## src/rtl/core/p1pad_pkg.sv

```systemverilog
// Shared types, constants and the DigestInfo prefix table for the padding checker.
// No dependencies.
package p1pad_pkg;

   localparam int MAX_BLOCK_BYTES_DEF = 256;
   localparam int HASH_BYTES          = 32;
   localparam int PREFIX_BYTES        = 19;
   localparam int MOD_W               = 9;
   localparam int BYTE_W              = 8;
   localparam int HIDX_W              = 5;
   localparam int STATUS_W            = 4;

   localparam logic [MOD_W-1:0] MODULUS_RESET = 9'd256;

   localparam logic OP_LOAD  = 1'b0;
   localparam logic OP_BLOCK = 1'b1;

   localparam logic [BYTE_W-1:0] BYTE_ZERO = 8'h00;
   localparam logic [BYTE_W-1:0] BYTE_ONE  = 8'h01;
   localparam logic [BYTE_W-1:0] BYTE_FILL = 8'hFF;

   localparam logic [STATUS_W-1:0] ST_OK     = 4'd0;
   localparam logic [STATUS_W-1:0] ST_LENGTH = 4'd1;
   localparam logic [STATUS_W-1:0] ST_BYTE0  = 4'd2;
   localparam logic [STATUS_W-1:0] ST_BYTE1  = 4'd3;
   localparam logic [STATUS_W-1:0] ST_SEP    = 4'd4;
   localparam logic [STATUS_W-1:0] ST_ROOM   = 4'd5;
   localparam logic [STATUS_W-1:0] ST_PREFIX = 4'd6;
   localparam logic [STATUS_W-1:0] ST_HASH   = 4'd7;
   localparam logic [STATUS_W-1:0] ST_TRAIL  = 4'd8;

   typedef struct packed {
      logic              op;
      logic [HIDX_W-1:0] hash_index;
      logic [BYTE_W-1:0] data_byte;
      logic              last_byte;
   } req_type;

   typedef struct packed {
      logic                passed;
      logic [STATUS_W-1:0] status;
   } rsp_type;

   typedef struct packed {
      logic    valid;
      rsp_type data;
   } result_type;

   typedef enum logic [2:0] {
      PH_ZERO,
      PH_ONE,
      PH_FILL,
      PH_PREFIX,
      PH_HASH,
      PH_DONE
   } phase_type;

   // SHA-256 DigestInfo DER prefix
   function automatic logic [BYTE_W-1:0] prefix_byte(input logic [HIDX_W-1:0] idx);
      logic [BYTE_W-1:0] b;
      unique case (idx)
         5'd0:    b = 8'h30;
         5'd1:    b = 8'h31;
         5'd2:    b = 8'h30;
         5'd3:    b = 8'h0D;
         5'd4:    b = 8'h06;
         5'd5:    b = 8'h09;
         5'd6:    b = 8'h60;
         5'd7:    b = 8'h86;
         5'd8:    b = 8'h48;
         5'd9:    b = 8'h01;
         5'd10:   b = 8'h65;
         5'd11:   b = 8'h03;
         5'd12:   b = 8'h04;
         5'd13:   b = 8'h02;
         5'd14:   b = 8'h01;
         5'd15:   b = 8'h05;
         5'd16:   b = 8'h00;
         5'd17:   b = 8'h04;
         5'd18:   b = 8'h20;
         default: b = 8'h00;
      endcase
      return b;
   endfunction

endpackage

```

## src/rtl/core/p1pad_parse.sv

```systemverilog
// Block parser stage: one decoded byte per cycle against the EMSA-PKCS1-v1_5 layout.
// Depends on p1pad_pkg; the hash byte comes from the hash RAM in the cycle after the beat.
module p1pad_parse #(
   parameter int MAX_BLOCK_BYTES = p1pad_pkg::MAX_BLOCK_BYTES_DEF
) (
   input  logic                                    clock,
   input  logic                                    reset,
   input  logic                                    in_valid,
   input  logic [p1pad_pkg::BYTE_W-1:0]            in_byte,
   input  logic                                    in_last,
   input  logic [p1pad_pkg::MOD_W-1:0]             modulus,
   input  logic [p1pad_pkg::BYTE_W-1:0]            hash_byte,
   output logic [p1pad_pkg::HIDX_W-1:0]            hash_addr,
   output p1pad_pkg::result_type                   result
);

   import p1pad_pkg::*;

   localparam int CNT_W = $clog2(MAX_BLOCK_BYTES + 2);
   localparam int LEN_W = (CNT_W > MOD_W) ? CNT_W : MOD_W;
   localparam int SUM_W = LEN_W + 1;
   localparam logic [HIDX_W-1:0] PREFIX_LAST = HIDX_W'(PREFIX_BYTES - 1);
   localparam logic [HIDX_W-1:0] HASH_LAST   = HIDX_W'(HASH_BYTES - 1);

   logic                s1_valid_ff, s1_valid_in;
   logic [BYTE_W-1:0]   s1_byte_ff;
   logic                s1_last_ff;
   phase_type           phase_ff, phase_in, take_phase;
   logic [CNT_W-1:0]    count_ff, count_in, count_inc;
   logic [HIDX_W-1:0]   offset_ff, offset_in, take_offset;
   logic [STATUS_W-1:0] error_ff, error_in, take_error;
   logic [STATUS_W-1:0] status;
   logic                room_ok, len_ok, working, closing;

   assign working = s1_valid_ff && (error_ff == ST_OK);
   assign closing = s1_valid_ff && s1_last_ff;

   assign count_inc = (count_ff <= CNT_W'(MAX_BLOCK_BYTES)) ? count_ff + CNT_W'(1) : count_ff;
   assign room_ok   = (SUM_W'(count_ff) + SUM_W'(PREFIX_BYTES + HASH_BYTES + 1))
                      <= SUM_W'(modulus);
   assign len_ok    = (modulus != '0) &&
                      (LEN_W'(modulus) <= LEN_W'(MAX_BLOCK_BYTES)) &&
                      (LEN_W'(count_inc) == LEN_W'(modulus));

   // next phase
   always_comb begin
      take_phase = phase_ff;
      if (working) begin
         unique case (phase_ff)
            PH_ZERO:   if (s1_byte_ff == BYTE_ZERO) take_phase = PH_ONE;
            PH_ONE:    if (s1_byte_ff == BYTE_ONE) take_phase = PH_FILL;
            PH_FILL:   if (s1_byte_ff == BYTE_ZERO && room_ok) take_phase = PH_PREFIX;
            PH_PREFIX: begin
               if (s1_byte_ff == prefix_byte(offset_ff) && offset_ff == PREFIX_LAST) begin
                  take_phase = PH_HASH;
               end
            end
            PH_HASH: begin
               if (s1_byte_ff == hash_byte && offset_ff == HASH_LAST) begin
                  take_phase = PH_DONE;
               end
            end
            PH_DONE:   take_phase = PH_DONE;
            default:   take_phase = phase_ff;
         endcase
      end
      phase_in = closing ? PH_ZERO : take_phase;
   end

   // error, offset and result
   always_comb begin
      take_error  = error_ff;
      take_offset = offset_ff;
      if (working) begin
         unique case (phase_ff)
            PH_ZERO: if (s1_byte_ff != BYTE_ZERO) take_error = ST_BYTE0;
            PH_ONE:  if (s1_byte_ff != BYTE_ONE) take_error = ST_BYTE1;
            PH_FILL: begin
               if (s1_byte_ff != BYTE_FILL) begin
                  if (s1_byte_ff != BYTE_ZERO) begin
                     take_error = ST_SEP;
                  end else if (!room_ok) begin
                     take_error = ST_ROOM;
                  end else begin
                     take_offset = '0;
                  end
               end
            end
            PH_PREFIX: begin
               if (s1_byte_ff != prefix_byte(offset_ff)) begin
                  take_error = ST_PREFIX;
               end else if (offset_ff == PREFIX_LAST) begin
                  take_offset = '0;
               end else begin
                  take_offset = offset_ff + HIDX_W'(1);
               end
            end
            PH_HASH: begin
               if (s1_byte_ff != hash_byte) begin
                  take_error = ST_HASH;
               end else if (offset_ff == HASH_LAST) begin
                  take_offset = '0;
               end else begin
                  take_offset = offset_ff + HIDX_W'(1);
               end
            end
            PH_DONE: take_error = ST_TRAIL;
            default: take_error = error_ff;
         endcase
      end

      if (!len_ok) begin
         status = ST_LENGTH;
      end else if (take_error != ST_OK) begin
         status = take_error;
      end else begin
         unique case (take_phase)
            PH_DONE: status = ST_OK;
            PH_ONE:  status = ST_BYTE1;
            PH_FILL: status = ST_SEP;
            PH_ZERO: status = ST_BYTE0;
            default: status = ST_ROOM;
         endcase
      end

      error_in  = closing ? ST_OK : take_error;
      offset_in = closing ? '0 : take_offset;
      if (!s1_valid_ff) begin
         count_in = count_ff;
      end else if (s1_last_ff) begin
         count_in = '0;
      end else begin
         count_in = count_inc;
      end

      result.valid       = closing;
      result.data.passed = (status == ST_OK);
      result.data.status = status;
   end

   assign s1_valid_in = in_valid;
   assign hash_addr   = offset_in;

   always_ff @(posedge clock) begin
      if (reset) begin
         s1_valid_ff <= 1'b0;
         phase_ff    <= PH_ZERO;
         count_ff    <= '0;
         offset_ff   <= '0;
         error_ff    <= ST_OK;
      end else begin
         s1_valid_ff <= s1_valid_in;
         phase_ff    <= phase_in;
         count_ff    <= count_in;
         offset_ff   <= offset_in;
         error_ff    <= error_in;
      end
   end

   always_ff @(posedge clock) begin
      s1_byte_ff <= in_byte;
      s1_last_ff <= in_last;
   end

endmodule

```

## config.mk

```make
export PLATFORM = sky130hd
export DESIGN_NAME = p1pad_parse
export DESIGN_NICKNAME = d
export VERILOG_FILES = /design/src/rtl/core/p1pad_pkg.sv /design/src/rtl/core/p1pad_parse.sv
export SDC_FILE = /design/constraint.sdc
export NUM_CORES = 1
export LEC_CHECK = 0
export BUFFER_PORTS_ARGS = -buffer_cell sky130_fd_sc_hd__buf_2
export CAP_MARGIN = 20
export CORE_ASPECT_RATIO = 0.9
export CORE_UTILIZATION = 58
export CTS_CLUSTER_DIAMETER = 80
export CTS_CLUSTER_SIZE = 10
export DETAILED_ROUTE_END_ITERATION = 10
export PLACE_DENSITY = 0.8
export SYNTH_ARGS = -nofsm -noshare
export SYNTH_HDL_FRONTEND = slang
export SYNTH_SLANG_ARGS = --single-unit
```

## constraint.sdc

```tcl
create_clock -name clock -period 4.3 [get_ports clock]
set_input_delay 0.215 -clock clock [delete_from_list [all_inputs] [get_ports clock]]
set_output_delay 0.215 -clock clock [all_outputs]
set_load 0.005 [all_outputs]
```

==> summary.md, run 1 <==
| Metric | Value |
|---|---|
| Initial antenna violation count | `0` |
| Vias in the first global route | `2784` |
| Setup TNS | `0 ps` |
| Post-synth EDFFs | `0` |
| Final setup viols | `0` |
| Slew HR | `0.422` |
| Startpoint types | `flop` |
| Share of layout cells above drive strength 1 | `0.161` |
| Port Buffers | `39` |
| Routability cong. | `0.918` |
| Horiz. Die Dim | `78.3 um` |
| First-pass GRT wire length | `12900 um` |
| Tmin final | `4030 ps` |
| Share of total power in the clock network | `0.410` |
| Row count | `24` |
| Crit share post-route | `0.936` |
| Clock root buffer | `clkbuf_8` |
| GRT Residual Overflow | `0` |
| P_sw | `0.205 mW` |
| Clock latency reported for the late side of the worst-skew pair | `300 ps` |
| RSZ-0062 raised after global routing | `false` |
| Post-DP HPWL | `slightly below 6000 um` |
| Postcts setup bufs | `0` |
| Cell taking the most area after synthesis | `dfxtp_1` |
| Final Hold Vio Count | `0` |
| Core Util, Final | `0.687` |
| Routed Antenna Nets | `0` |
| Max cap viols | `0` |
| Pwr dens | `around 230 nW/um2` |
| Yosys warnings | `0` |
| Vias | `around 3000` |
| CTS Sinks | `39` |
| Yosys reg bits | `39` |
| Sw Share | `0.260` |
| # diodes | `0` |
| TritonRoute pass-1 iters | `5` |
| Die footprint | `5530 um2` |
| Clk slew on worst S/H paths | `90 ps` |
| CTS tree | `yes` |
| CP required | `4090 ps` |
| Mapped cell area | `about 3000 um2` |
| DRC | `0` |
| CTS buffer count | `5` |
| Leakage | `1.45 nW` |
| Critical Path AT | `~3800 ps` |
| CP endpoint kind | `output port` |
| Post-synth top flop | `dfxtp_1` |
| Mapped Cells | `just under 400` |
| Async S/R FF share, synth | `0` |
| Wire per inst | `roughly 16 um` |
| Logic gate share of total power | `0.107` |
| VDD IR max | `~0.23 mV` |
| Fmax | `248 MHz` |
| WL final | `7830 um` |
| CP Max Fanout | `9` |
| Die Span Y | `70.6 um` |
| Core area | `just under 5000 um2` |
| Vias per cell | `6.35` |
| Top post-synthesis cells by count | `42 x nor2_1, 39 x dfxtp_1, 28 x inv_1` |
| Final Max Slew Viols | `0` |
| Yosys cell types | `between 60 and 70` |
| Post-synth top area share | `0.257` |
| Pint | `0.582 mW` |
| Hold crit path type | `input port to flop` |
| Sequential power share | `0.483` |
| Synth top area cells | `dfxtp_1 26%, ha_1 8.7%, xnor2_1 7.2%` |
| Initial drt markers | `382` |
| Mean post-synth cell area | `7.89 um2` |
| Largest net degree at the start of global routing | `20` |
| Count leader, synth | `nor2_1` |
| GRT Util Overall | `0.293` |
| Clock buffer depth | `2` |
| Sequential cell area fraction in the yosys report | `0.257` |
| # IOs | `40` |
| H-tree levels | `2` |
| Nets@finish | `465` |
| Crit path kind | `flop to output port` |
| Worst Tran Pin Value | `860 ps` |
| Status | `completed` |
| Initial core utilization | `0.617` |
| Clock skew | `5.25 ps` |
| Layout area overhead | `11.5%` |
| Syn Nets | `435` |
| WHS | `about 10 ps` |
-- power groups by stage --
stage / Combinational, mW / Clock, mW / Sequential, mW
2_1_floorplan: 0.0569 / 0 / 0.382
3_3_place_gp: 0.0807 / 0 / 0.389
3_5_place_dp: 0.0821 / 0 / 0.388
4_1_cts: 0.0827 / 0.323 / 0.380
5_1_grt: 0.0930 / 0.340 / 0.382
6_report: 0.0840 / 0.322 / 0.380
-- logic make-up after synthesis --
family | after synthesis | synth area share
and+or+nand+nor | 134 | 0.230
adders and majority gates | 21 | 0.0865
xor gates and xnor gates | 34 | 0.0981
muxes | 8 | 0.0288
AOI/OAI and AO/OA | 99 | 0.236
DFF | 39 | 0.257
buffers and inverters | 50 | 0.0639
-- cell type report --
class / count / area, um2
multi-input cells: 296 / 2070
fillers: 427 / 1540
flip-flops and latches: 39 / 783
repair buffers: 42 / 218
inverters: 31 / 119
well taps: 65 / 81.3
clock buffers: 5 / 68.8
clock inverters: 3 / 47.5
-- layer usage --
layer,part of all wire,GRT usage
met3,0.089,0.0581
met1,0.46,0.400
met4,0.016,0.0947
met5,0,0
met2,0.44,0.466
-- worst max-delay path: stages (launching register included) --
cell       delay (ps)
dfxtp_2           420
ha_1              260
nor3_1             90
or2_2             320
xnor2_1           130
ha_1              310
nand3_1           150
a211o_1           270
o2111ai_1         180
a21oi_1           160
nand2_1           110
nand4_1           100
o21ai_1           190
mux2_1            360
a311o_1           350
buf_2             130
-- worst paths after layout --
path                                  start             to  slack, ps  cells past startpoint
worst max-delay path            count_ff[3]      result[0]        270                     15
worst max register to register  count_ff[3]           flop        330                     18
worst min-delay path             in_byte[5]  s1_byte_ff[5]         10                      1
worst min register to register  error_ff[1]    error_ff[1]        520                      2
-- placed cells by master, fill, tap and decap left out, drive strengths merged, types with 13 or more instances in the layout --
cell	Yosys	final
nand2	14	14
buf	2	42
xnor2	25	25
nor2	44	44
ha	21	21
a21oi	25	25
dfxtp	39	39
inv	31	32
o21ai	13	13
nor3	13	13
-- metrics by stage --
stage                     instance area (um2)  total power [mW]  setup slack [ps]  std cells
after detailed placement                 3260             0.470               274        473
after floorplan                          3040             0.439               643        385
after global routing                     3380             0.815              54.6        481
final                                    3380             0.786               273        481
after global placement                   3260             0.469               457        473
after CTS                                3380             0.785               187        481
-- timing repair --
item	CTS	global route
hold buffers	0	0
resized for setup	0	3
endpoints found under the hold margin	0	0
setup endpoints to repair	0	3
(Power assumes the default switching activity.)
==> inputs of run 2 (changes only) <==
--- a/config.mk
+++ b/config.mk
@@ -8,11 +8,10 @@
 export BUFFER_PORTS_ARGS = -buffer_cell sky130_fd_sc_hd__buf_2
 export CAP_MARGIN = 20
 export CORE_ASPECT_RATIO = 0.9
-export CORE_UTILIZATION = 58
+export CORE_UTILIZATION = 40
 export CTS_CLUSTER_DIAMETER = 80
 export CTS_CLUSTER_SIZE = 10
 export DETAILED_ROUTE_END_ITERATION = 10
-export PLACE_DENSITY = 0.8
 export SYNTH_ARGS = -nofsm -noshare
 export SYNTH_HDL_FRONTEND = slang
 export SYNTH_SLANG_ARGS = --single-unit
==> run 2 against run 1 <==
- first-iteration DRC count shrank 69%
- fmax grew 3.0%
- routed wire length shrank 0.70%
- setup slack gained 120 ps
- utilization shrank 21 points
- sequential power is essentially flat
- flip-flop and latch count is the same
- largest power group unchanged
==> summary.md, run 2 (same netlist as run 1, synthesis figures left out) <==
| Metric | Value |
|---|---|
| Core Util, Final | `0.480` |
| Routability cong. | `between 0.9 and 1` |
| Clock latency reported for the late side of the worst-skew pair | `roughly 290 ps` |
| Slowest stage cell, crit path | `dfxtp_2` |
| Vias | `2896` |
| # IOs | `40` |
| Crit share post-route | `0.909` |
| DRC | `0` |
| TritonRoute pass-1 iters | `4` |
| GRT Residual Overflow | `0` |
| Worst Tran Pin Value | `about 820 ps` |
| WL final | `7770 um` |
| Commonest cells after routing, fill and taps aside | `42 x nor2_1, 39 x buf_2, 37 x dfxtp_1, 28 x inv_1` |
| Row count | `29` |
| Fin area | `around 3500 um2` |
| H-tree levels | `2` |
| Startpoint types | `flop` |
| Routed Antenna Nets | `0` |
| First-pass GRT wire length | `13200 um` |
| Layout area overhead | `13.7%` |
| Initial core utilization | `0.423` |
| Die Span Y | `84.7 um` |
| CP required | `4090 ps` |
| Final Max Slew Viols | `0` |
| Post-DP HPWL | `between 6000 and 7000 um` |
| Max cap viols | `0` |
| Initial drt markers | `119` |
| # diodes | `0` |
| Clk slew on worst S/H paths | `around 80 ps` |
| Nets@finish | `470` |
| Critical Path AT | `~3700 ps` |
| RSZ-0062 raised after global routing | `false` |
| Crit path kind | `flop to output port` |
| Die footprint | `7940 um2` |
| Final Hold Vio Count | `0` |
| R2R depth | `18` |
| Worst slack, placed | `between 300 and 400 ps` |
| Vias in the first global route | `2672` |
| CTS buffer count | `5` |
| Final WS setup | `392 ps` |
| CTS Sinks | `39` |
| Clock root buffer | `clkbuf_8` |
| Share of layout cells above drive strength 1 | `0.154` |
| Commonest non-fill, non-tap cell in the layout | `nor2_1` |
| CP max stage delay | `410 ps` |
| GRT Util Overall | `0.210` |
| Wire per inst | `approximately 15 um` |
| Port Buffers | `39` |
| Hold Path Depth | `1` |
| VDD IR max | `0.207 mV` |
| Hold crit path type | `input port to flop` |
| Horiz. Die Dim | `93.8 um` |
| CP Max Fanout | `9` |
| Setup TNS | `0 ps` |
| Final setup viols | `0` |
| Vias per cell | `roughly 5.6` |
| Total power | `0.732 mW` |
| Pwr dens | `212 nW/um2` |
| Fmax | `256 MHz` |
| Crit-path cells | `ha_1, nor3_1, or2_2, xnor2_1, ha_1, nand3_1, a211o_1, o2111ai_1, a21oi_1, nand2_1, nand4_1, o21ai_1, mux2_1, a311o_1, buf_2` |
| Setup slack, reg-to-reg | `400 ps` |
| Status | `completed` |
| Initial antenna violation count | `0` |
| Clock buffer depth | `2` |
| Tmin final | `3910 ps` |
| Fill cells | `735` |
| Slew HR | `0.452` |
| CP endpoint kind | `output port` |
| Largest net degree at the start of global routing | `20` |
| CTS tree | `yes` |
| Placed Area | `3280 um2` |
| Leakage | `1.46 nW` |
| Core area | `7180 um2` |
| CP dominant cell by count | `ha_1` |
| Clock skew | `4.87 ps` |
==> run 2: worst paths after layout <==
check,start,endpoint
max,count_ff[3],result[0]
min,in_byte[0],s1_byte_ff[0]
max reg2reg,count_ff[3],flop
min reg2reg,error_ff[0],error_ff[0]
==> run 2: per-layer routing <==
| metal | track usage | vias up | wire length [um] | part of all wire |
|---|---|---|---|---|
| met2 | 0.301 | 79 | 3310 | 0.43 |
| li1 | - | 1464 | - | - |
| met4 | 0.0699 | 0 | 140 | 0.018 |
| met1 | 0.310 | 1339 | 3880 | 0.50 |
| met3 | 0.0444 | 14 | 447 | 0.058 |
| met5 | 0 | - | 0 | 0 |
==> run 2: power by group <==
group / internal [mW] / switching, mW / total (mW)
clock network: 0.131 / 0.133 / 0.264
registers: 0.368 / 0.0127 / 0.381
logic: 0.0412 / 0.0460 / 0.0872
==> run 2: what timing repair did <==
item | CTS | global route
resized for setup | 0 | 2
endpoints found under the setup margin | 0 | 1
hold endpoints to repair | 0 | 7
setup buffers | 0 | 0
hold buffers | 0 | 7
==> run 2: area by class of cell <==
type	count	area, um2	area share
multi-input cells	296	2060	0.597
flip-flops and latches	39	783	0.227
repair buffers	47	273	0.0790
inverters	31	119	0.0344
well taps	93	116	0.0337
clock buffers	6	82.6	0.0239
clock inverters	2	16.3	0.00471
==> run 2: through the flow <==
stage / cells / hold WS [ps]
after global routing: 514 / 2.07
after detailed placement: 499 / 319
after global placement: 499 / 318
after CTS: 507 / 4.31
final: 514 / 21.9
after floorplan: 385 / 243
==> run 2: worst max-delay path: cells and delay by family, from the launching register on <==
kind | cells | cell delay (ps)
compound gates | 5 | 1110
simple gates | 5 | 720
fa+ha+maj | 2 | 540
flops | 1 | 410
mux | 1 | 360
xor+xnor | 1 | 130
buf+inv | 1 | 130
==> inputs of run 3 (changes only) <==
--- a/config.mk
+++ b/config.mk
@@ -12,6 +12,7 @@
 export CTS_CLUSTER_DIAMETER = 80
 export CTS_CLUSTER_SIZE = 10
 export DETAILED_ROUTE_END_ITERATION = 10
+export MAX_ROUTING_LAYER = met4
 export SYNTH_ARGS = -nofsm -noshare
 export SYNTH_HDL_FRONTEND = slang
 export SYNTH_SLANG_ARGS = --single-unit
==> run 3 against run 2 <==
- sequential share of layout area increased by 0.33 points
- utilization down 0.84 points
- critical path depth unchanged
- final cell count is 1.6% lower
- via count down 0.76%
- die area is the same
- first-iteration DRC count is 24% higher
- design area decreased by 1.7%
- combinational power decreased by 5.4%
- fmax shrank 2.3%
- non-clock buffer count fell by 7
- critical path type unchanged
- clock power is 17% higher
==> summary.md, run 3 (same netlist as run 1, synthesis figures left out) <==
| Metric | Value |
|---|---|
| Status | `completed` |
| GRT Residual Overflow | `0` |
| Crit-path cells | `ha_1, nor3_1, or2_2, xnor2_1, ha_1, nand3_1, a211o_1, o2111ai_1, a21oi_1, nand2_1, nand4_1, o21ai_1, mux2_1, a311o_1, buf_2` |
| Startpoint types | `flop` |
| VDD IR max | `0.151 mV` |
| Min-Delay Endpoint | `s1_byte_ff[5]` |
| Leakage | `~1.4 nW` |
| Sequential power share | `0.493` |
| RSZ-0062 raised after global routing | `false` |
| # diodes | `0` |
| CP Max Fanout | `9` |
| Pint | `0.574 mW` |
| Die footprint | `just under 8000 um2` |
| Port Buffers | `39` |
| WL final | `7900 um` |
| Share of total power in the clock network | `0.400` |
| Initial antenna violation count | `0` |
| CP endpoint kind | `output port` |
| Core Util, Final | `0.472` |
| Commonest non-fill, non-tap cell in the layout | `nor2_1` |
| Fill cells | `736` |
| Wire per inst | `about 16 um` |
| Final setup viols | `0` |
| Multi-input logic area | `a little over 2000 um2` |
| Hold crit path type | `input port to flop` |
| Initial drt markers | `147` |
| R2R depth | `18` |
| CP required | `4090 ps` |
| First-pass GRT wire length | `13000 um` |
| Horiz. Die Dim | `93.8 um` |
| Fmax | `250 MHz` |
| Clock skew | `8.48 ps` |
| H-tree levels | `2` |
| Slowest stage cell, crit path | `dfxtp_1` |
| Clock buffer depth | `2` |
| Routability cong. | `approximately 0.92` |
| GRT Util Overall | `0.215` |
| Core area | `7180 um2` |
| Clock root buffer | `clkbuf_8` |
| CP dominant cell by count | `ha_1` |
| # IOs | `40` |
| Clock latency reported for the late side of the worst-skew pair | `300 ps` |
| Setup TNS | `0 ps` |
| Post-DP HPWL | `6040 um` |
| Register area | `781 um2` |
| Total power | `0.771 mW` |
| Critical Path AT | `between 3000 and 4000 ps` |
| Commonest cells after routing, fill and taps aside | `42 x nor2_1, 39 x dfxtp_1, 39 x buf_2, 28 x inv_1` |
| Max cap viols | `0` |
| Crit path kind | `flop to output port` |
| CTS buffer count | `5` |
| Row count | `29` |
| Setup slack, reg-to-reg | `420 ps` |
| CTS tree | `yes` |
| Vias per cell | `5.68` |
| CTS Sinks | `39` |
| Tmin final | `4000 ps` |
| Final Max Slew Viols | `0` |
| Post-CTS Hold Fix Bufs | `0` |
| Slew HR | `0.450` |
| Final Hold Vio Count | `0` |
| Worst Tran Pin Value | `between 800 and 900 ps` |
| Largest net degree at the start of global routing | `20` |
| Nets@finish | `463` |
| Hold Path Depth | `1` |
| Vias in the first global route | `2718` |
| Crit share post-route | `0.931` |
| TritonRoute pass-1 iters | `4` |
| Initial core utilization | `0.423` |
| Share of layout cells above drive strength 1 | `0.150` |
| P_sw | `0.197 mW` |
| Hold_sp | `in_byte[5]` |
| DRC | `0` |
| Reg2reg start | `count_ff[3]` |
| Logic gate share of total power | `0.107` |
| WHS | `approximately 11 ps` |
| Routed Antenna Nets | `0` |
| CP max stage delay | `470 ps` |
| Sw Share | `0.255` |
| Die Span Y | `84.7 um` |
| Clk slew on worst S/H paths | `80 ps` |
| Layout area overhead | `11.7%` |
| Vias | `roughly 2900` |
| Pwr dens | `227 nW/um2` |
run 3: cell count changes in the layout (fill, tap and decap cells not counted), sizes merged:
cell	change
clkbuf	-1
dlygate4sd3	-7
bufinv	+1
clkinv	-1
run 3: timing repair:
action                     4_1_cts  5_1_grt
setup buffers                    0        0
setup endpoints to repair        0        2
gates resized for setup          0        1
run 3: critical path: cells and delay by family, from the launching register on:
family / cells / cell delay [ps]
fa+ha+maj: 2 / 570
simple gates: 5 / 730
flops: 1 / 470
mux: 1 / 360
buf+inv: 1 / 130
compound gates: 5 / 1100
xor+xnor: 1 / 130
run 3: worst max-delay path by stage:
stage,from,to,cells past startpoint
after detailed placement,count_ff[3],flop,18
final,count_ff[3],result[0],15
after floorplan,count_ff[4],flop,17
after global routing,count_ff[3],result[0],15
after global placement,count_ff[3],flop,18
after CTS,count_ff[3],result[0],15
run 3: area by class of cell:
cell class / instances / area share
clock inverters: 2 / 0.0111
repair buffers: 40 / 0.0598
flip-flops and latches: 39 / 0.230
well taps: 93 / 0.0343
inverters: 31 / 0.0350
multi-input cells: 296 / 0.609
clock buffers: 5 / 0.0203
run 3: metal layers:
metal / share of wire / track usage / routed length (um)
met5: 0 / - / 0
met4: 0.0062 / 0.0573 / 49
met3: 0.048 / 0.0389 / 382
met2: 0.43 / 0.315 / 3400
met1: 0.52 / 0.301 / 4070
run 3: power by group through the flow:
stage          registers (mW)  logic, mW  clock network (mW)
5_1_grt                 0.382     0.0923               0.329
3_5_place_dp            0.389     0.0820                   0
4_1_cts                 0.380     0.0823               0.314
3_3_place_gp            0.389     0.0813                   0
2_1_floorplan           0.382     0.0569                   0
6_report                0.380     0.0825               0.309
run 3: metrics by stage:
stage | instance area, um2 | cells | setup slack (ps)
CTS | 3390 | 506 | 305
detailed placement | 3280 | 499 | 354
global route | 3390 | 506 | 4.87
floorplan | 3040 | 385 | 643
global placement | 3280 | 499 | 463
finish | 3390 | 506 | 299
